### config.mk
export PLATFORM = sky130hd
export DESIGN_NAME = sepd_judge
export DESIGN_NICKNAME = d
export VERILOG_FILES = /design/src/sv/sepd_pkg.sv /design/src/sv/sepd_judge.sv
export SDC_FILE = /design/constraint.sdc
export NUM_CORES = 2
export LEC_CHECK = 0
export BUFFER_PORTS_ARGS = -buffer_cell sky130_fd_sc_hd__buf_2
export CAP_MARGIN = 20
export CORE_ASPECT_RATIO = 1.25
export CORE_MARGIN = 5
export CORE_UTILIZATION = 25
export DETAILED_ROUTE_END_ITERATION = 8
export SLEW_MARGIN = 20
export SYNTH_ARGS = -nofsm -noshare
export SYNTH_HDL_FRONTEND = slang
export SYNTH_SLANG_ARGS = --single-unit
### constraint.sdc
create_clock -name i_clk -period 9.45 [get_ports i_clk]
set_input_delay 0.945 -clock i_clk [delete_from_list [all_inputs] [get_ports i_clk]]
set_output_delay 0.945 -clock i_clk [all_outputs]
set_load 0.02 [all_outputs]
### src/sv/sepd_pkg.sv
// ----------------------------------------------------------------------------
// Sobel edge presence detector - shared definitions
// Sizes, register codes and the types passed between the detector modules.
// ----------------------------------------------------------------------------
package sepd_pkg;

    // Frame geometry
    localparam int MAX_WIDTH   = 1024;
    localparam int KERNEL_SIZE = 3;
    localparam int WIN_CELLS   = KERNEL_SIZE * KERNEL_SIZE;
    localparam int COL_W       = $clog2(MAX_WIDTH);
    localparam int WID_W       = COL_W + 1;              // holds MAX_WIDTH itself
    localparam int MAX_HEIGHT  = 4096;
    localparam int ROW_W       = $clog2(MAX_HEIGHT);
    localparam int HGT_W       = ROW_W + 1;              // holds MAX_HEIGHT itself

    // Pixel and line store word
    localparam int PIX_W = 8;
    localparam int RAM_W = 2 * PIX_W;                    // {upper, middle}

    // Configuration registers
    localparam int CFG_IDX_W  = 2;
    localparam int THR_W      = 11;
    localparam int CFG_WID_W  = 11;
    localparam int CFG_HGT_W  = 13;
    localparam int CFG_DATA_W = 13;
    localparam logic [THR_W-1:0]     THR_RESET    = THR_W'(60);
    localparam logic [CFG_WID_W-1:0] WIDTH_RESET  = CFG_WID_W'(640);
    localparam logic [CFG_HGT_W-1:0] HEIGHT_RESET = CFG_HGT_W'(480);

    typedef enum logic [CFG_IDX_W-1:0] {
        REG_EDGE_THRESHOLD = 2'd0,
        REG_IMAGE_WIDTH    = 2'd1,
        REG_IMAGE_HEIGHT   = 2'd2
    } t_cfg_reg;

    // Gradient arithmetic
    localparam int GRAD_W = 11;                          // |g| <= 1020
    localparam int SQ_W   = 21;                          // gx^2 + gy^2
    localparam int TSQ_W  = 2 * THR_W;                   // threshold^2

    // Edge count and result compare
    localparam int COUNT_W = 23;
    localparam logic [COUNT_W-1:0] COUNT_MAX = '1;
    localparam int CMP_W   = COUNT_W + 5;                // 20 * count

    typedef logic [PIX_W-1:0]     t_pix;
    typedef t_pix [WIN_CELLS-1:0] t_win;                 // row-major 3x3

    // Judgments asked of the gradient unit for one window
    typedef struct packed {
        logic judge_a;      // window as shifted in
        logic judge_b;      // same window after a zero pad column
        logic done;         // last judgment of the frame
    } t_judge_req;

endpackage

### src/sv/sepd_judge.sv
// ----------------------------------------------------------------------------
// Sobel gradient judge
// Two-stage unit: kernel sums, then squared magnitude against threshold^2.
// ----------------------------------------------------------------------------
module sepd_judge (
    input  logic                        i_clk,
    input  logic                        i_rst_n,
    input  sepd_pkg::t_win              i_win,
    input  sepd_pkg::t_judge_req        i_req,
    input  logic [sepd_pkg::THR_W-1:0]  i_thresh,
    output logic [1:0]                  o_hits,
    output logic                        o_done
);

    typedef struct packed {
        logic signed [sepd_pkg::GRAD_W-1:0] gx;
        logic signed [sepd_pkg::GRAD_W-1:0] gy;
    } t_grad;

    function automatic t_grad sobel(input sepd_pkg::t_win w);
        logic [sepd_pkg::GRAD_W-1:0] pos_x;
        logic [sepd_pkg::GRAD_W-1:0] neg_x;
        logic [sepd_pkg::GRAD_W-1:0] pos_y;
        logic [sepd_pkg::GRAD_W-1:0] neg_y;
        t_grad g;
        pos_x = sepd_pkg::GRAD_W'(w[2]) + (sepd_pkg::GRAD_W'(w[5]) << 1)
              + sepd_pkg::GRAD_W'(w[8]);
        neg_x = sepd_pkg::GRAD_W'(w[0]) + (sepd_pkg::GRAD_W'(w[3]) << 1)
              + sepd_pkg::GRAD_W'(w[6]);
        pos_y = sepd_pkg::GRAD_W'(w[6]) + (sepd_pkg::GRAD_W'(w[7]) << 1)
              + sepd_pkg::GRAD_W'(w[8]);
        neg_y = sepd_pkg::GRAD_W'(w[0]) + (sepd_pkg::GRAD_W'(w[1]) << 1)
              + sepd_pkg::GRAD_W'(w[2]);
        // sums stay below 1024, so the sign bit is clear
        g.gx = $signed(pos_x) - $signed(neg_x);
        g.gy = $signed(pos_y) - $signed(neg_y);
        return g;
    endfunction

    function automatic logic [sepd_pkg::SQ_W-1:0] mag2(input t_grad g);
        logic signed [2*sepd_pkg::GRAD_W-1:0] px;
        logic signed [2*sepd_pkg::GRAD_W-1:0] py;
        px = g.gx * g.gx;
        py = g.gy * g.gy;
        return sepd_pkg::SQ_W'(px) + sepd_pkg::SQ_W'(py);
    endfunction

    sepd_pkg::t_win          win_b;
    t_grad                   r_ga;
    t_grad                   r_gb;
    sepd_pkg::t_judge_req    r_req;
    logic [sepd_pkg::TSQ_W-1:0] thr_sq;
    logic                    hit_a;
    logic                    hit_b;
    logic [1:0]              r_hits;
    logic                    r_done;

    // window after the right-hand zero pad column is shifted in
    always_comb begin
        win_b    = '0;
        win_b[0] = i_win[1];
        win_b[1] = i_win[2];
        win_b[3] = i_win[4];
        win_b[4] = i_win[5];
        win_b[6] = i_win[7];
        win_b[7] = i_win[8];
    end

    // stage 1: kernel sums
    always_ff @(posedge i_clk) begin
        if (!i_rst_n) begin
            r_req <= '0;
        end else begin
            r_req <= i_req;
        end
        r_ga <= sobel(i_win);
        r_gb <= sobel(win_b);
    end

    // stage 2: squares and compare, exact against the square root
    always_comb begin
        thr_sq = sepd_pkg::TSQ_W'(i_thresh) * sepd_pkg::TSQ_W'(i_thresh);
        hit_a  = r_req.judge_a && (sepd_pkg::TSQ_W'(mag2(r_ga)) > thr_sq);
        hit_b  = r_req.judge_b && (sepd_pkg::TSQ_W'(mag2(r_gb)) > thr_sq);
    end

    always_ff @(posedge i_clk) begin
        if (!i_rst_n) begin
            r_hits <= '0;
            r_done <= 1'b0;
        end else begin
            r_hits <= 2'(hit_a) + 2'(hit_b);
            r_done <= r_req.done;
        end
    end

    assign o_hits = r_hits;
    assign o_done = r_done;

endmodule

==> reports/results.tsv <==
metric	value	unit
vias in the first global route	18600	
first-pass GRT wire length	96100	um
final worst setup slack	0.824	ns
Vias/cell	4.12	
Post-Synth Simple-Gate Area	9.40	%
max frequency	116	MHz
CP Capture Type	flip-flop	
RePlAce Congestion	0.868	
worst-margin pin slew	0.785	ns
critical path class	reg2reg	
Area after DPL	26900	sq um
# IOs	91	
Post-CTS Hold Buffers	0	
worst r2r path cells	28	
clk_lat worst skew	0.32	ns
CP most frequent cell	fa_1	
full die area	106000	sq um
Final ANT Viol Nets	0	
All-Layer GR Usage	11.3	%
fillers	10500	
Die Width	292	um
Synth Area in Adders	63.4	%
Worst setup SP type	flip-flop	
number of buffers added for setup after CTS	0	
final hold slack	0.442	ns
drt total wl	57500	um
pre-CTS setup slack	0.863	ns
Post-synth EDFFs	0	
post-DP HPWL	51900	um
site row count	129	
Yosys top cell area share	47.6	%
worst-path fanout max	21	
arrival time at the worst endpoint	8.86	ns
wire length per cell	14.4	um
router iterations before antenna repair	4	
Critical Path RT	9.68	ns
area delta synth->final	8.65	%
Initial Utilization	25.2	%
Die Ht	363	um
worst clock skew	0.00988	ns
Seq/Total Area, Yosys	4.02	%
# resized after CTS	0	
post-layout minimum cycle time	8.63	ns
maximum clock path buffer count	2	
CP startpoint	r_ga[21]	
Post-Syn Nets	3620	
H-tree Lvls	2	
ratio of cells with drive above 1 in the final layout	4.48	%
CTS tree	built	
XOR/XNOR Fraction of Synth Area	4.36	%
worst hold path class	reg2reg	
Top FF cell, synth	dfxtp_1	
Yosys cell types	53	
Slowest-stage cell, CP	dfxtp_1	
min-delay src	r_req[0]	
Synth Cell Area	24900	sq um
nets	3676	
Slew headroom	47.6	%
unrepaired setup endpoints after global routing	no	
setup TNS	0	ns
Post-synth top cells	inv_1, fa_1, ha_1	
DRT iter0 DRCs	606	
antenna violations before repair	12	
most frequent cell after synthesis	inv_1	
global route overflow	0	
core box area	98900	sq um
Hold Vio Cnt, Final	0	
largest net degree at the start of global routing	22	
drt drc	0	
I/O Buffers	90	
fin area	27100	sq um
slowest stage delay, CP	0.84	ns
Setup violations, final	0	
reg2reg start	r_ga[21]	
Reg clk slew, reported paths	0.09	ns
Gate Count Post-Synth	2624	
CTS root buffer	clkbuf_16	
Max Slew Vio Count	0	
Final Cycle Share	91.3	%
main combinational cell family by area after synthesis	adder cells	
multiplexer area fraction after synthesis	0.126	%
area leader, netlist	fa_1	
complex-gate fraction of the synthesized area	5.79	%
Yosys Warn Count	0	
status	completed	
Synth Area per Inst	9.50	sq um
Hold Path Depth	1	
Yosys reg bits	50	
largest cells by area after synthesis	fa_1, ha_1, inv_1	
number of max-cap violations	0	
via count	16500	
total CTS buffers	5	
Synth async-reset ratio	0	%
CTS Sinks	50	
## flip-flops by register name, indices dropped and copies added, names as in the netlist
name and flops:
r_req 3, o_hits 2, r_ga 22, r_gb 22, o_done 1
## layer usage
metal | vias up | GRT usage, % | wire (um)
li1 | 7828 | - | -
met1 | 8314 | 14.1 | 23700
met2 | 276 | 20.8 | 29600
met3 | 71 | 1.36 | 2610
met4 | 2 | 2.83 | 1590
met5 | - | 0 | 13
## worst paths after layout
path	end	slack [ns]
max	o_hits[0]	0.82
min	o_done	0.44
max reg2reg	o_hits[0]	0.82
min reg2reg	o_done	0.44
## through the flow
step | std cells | util (%)
after global routing | 3993 | 27.4
after CTS | 3991 | 27.3
after global placement | 3983 | 27.2
after detailed placement | 3983 | 27.2
final | 3999 | 27.4
after floorplan | 2624 | -
## cell families (layout without fill, tap and decap cells)
family / count (synthesis) / after routing
simple gates: 465 / 465
mux: 3 / 3
fa+ha+maj: 908 / 908
buf+inv: 856 / 913
xor+xnor: 124 / 124
other cells: 0 / 8
compound gates: 218 / 218
flops: 50 / 50
## layout by cell type (no fill, tap or decap), types with 6 or more instances in the layout
cell | netlist | final
o21a_1 | 25 | 25
ha_1 | 316 | 316
a21oi_1 | 54 | 54
a31oi_1 | 6 | 6
dfxtp_1 | 50 | 50
xor2_1 | 29 | 29
nand2_1 | 157 | 157
and2_1 | 121 | 121
nand4_1 | 6 | 6
buf_4 | 0 | 8
nor3_1 | 10 | 10
nand3_1 | 6 | 6
diode_2 | 0 | 8
a21o_1 | 31 | 31
nor2b_1 | 43 | 43
xnor2_1 | 95 | 95
fa_1 | 592 | 592
o21bai_1 | 9 | 9
inv_1 | 807 | 807
o21ai_0 | 46 | 46
a211oi_1 | 10 | 10
or3_1 | 6 | 6
nor2_1 | 70 | 70
nand2b_1 | 22 | 22
buf_2 | 0 | 90
## final cells by class
class	instances	area, sq um	share of cell area [%]
Multi-Input combinational cell	1718	20700	76.5
Inverter	807	3030	11.2
Tap cell	1310	1640	6.05
Sequential cell	50	1000	3.70
Timing Repair Buffer	98	510	1.89
Clock buffer	5	125	0.462
Clock inverter	3	43.8	0.162
Antenna cell	8	20.0	0.0739
## critical path, delay by kind of cell, from the launching register on
| kind | cells | cell delay (ns) |
|---|---|---|
| compound gates | 6 | 1.39 |
| fa+ha+maj | 10 | 4.62 |
| buf+inv | 5 | 0.41 |
| flops | 1 | 0.84 |
| simple gates | 7 | 1.25 |
Power is left out: the tool's default activity adds up to more than one toggle a clock period on the data nets, which glitch-free logic cannot reach.
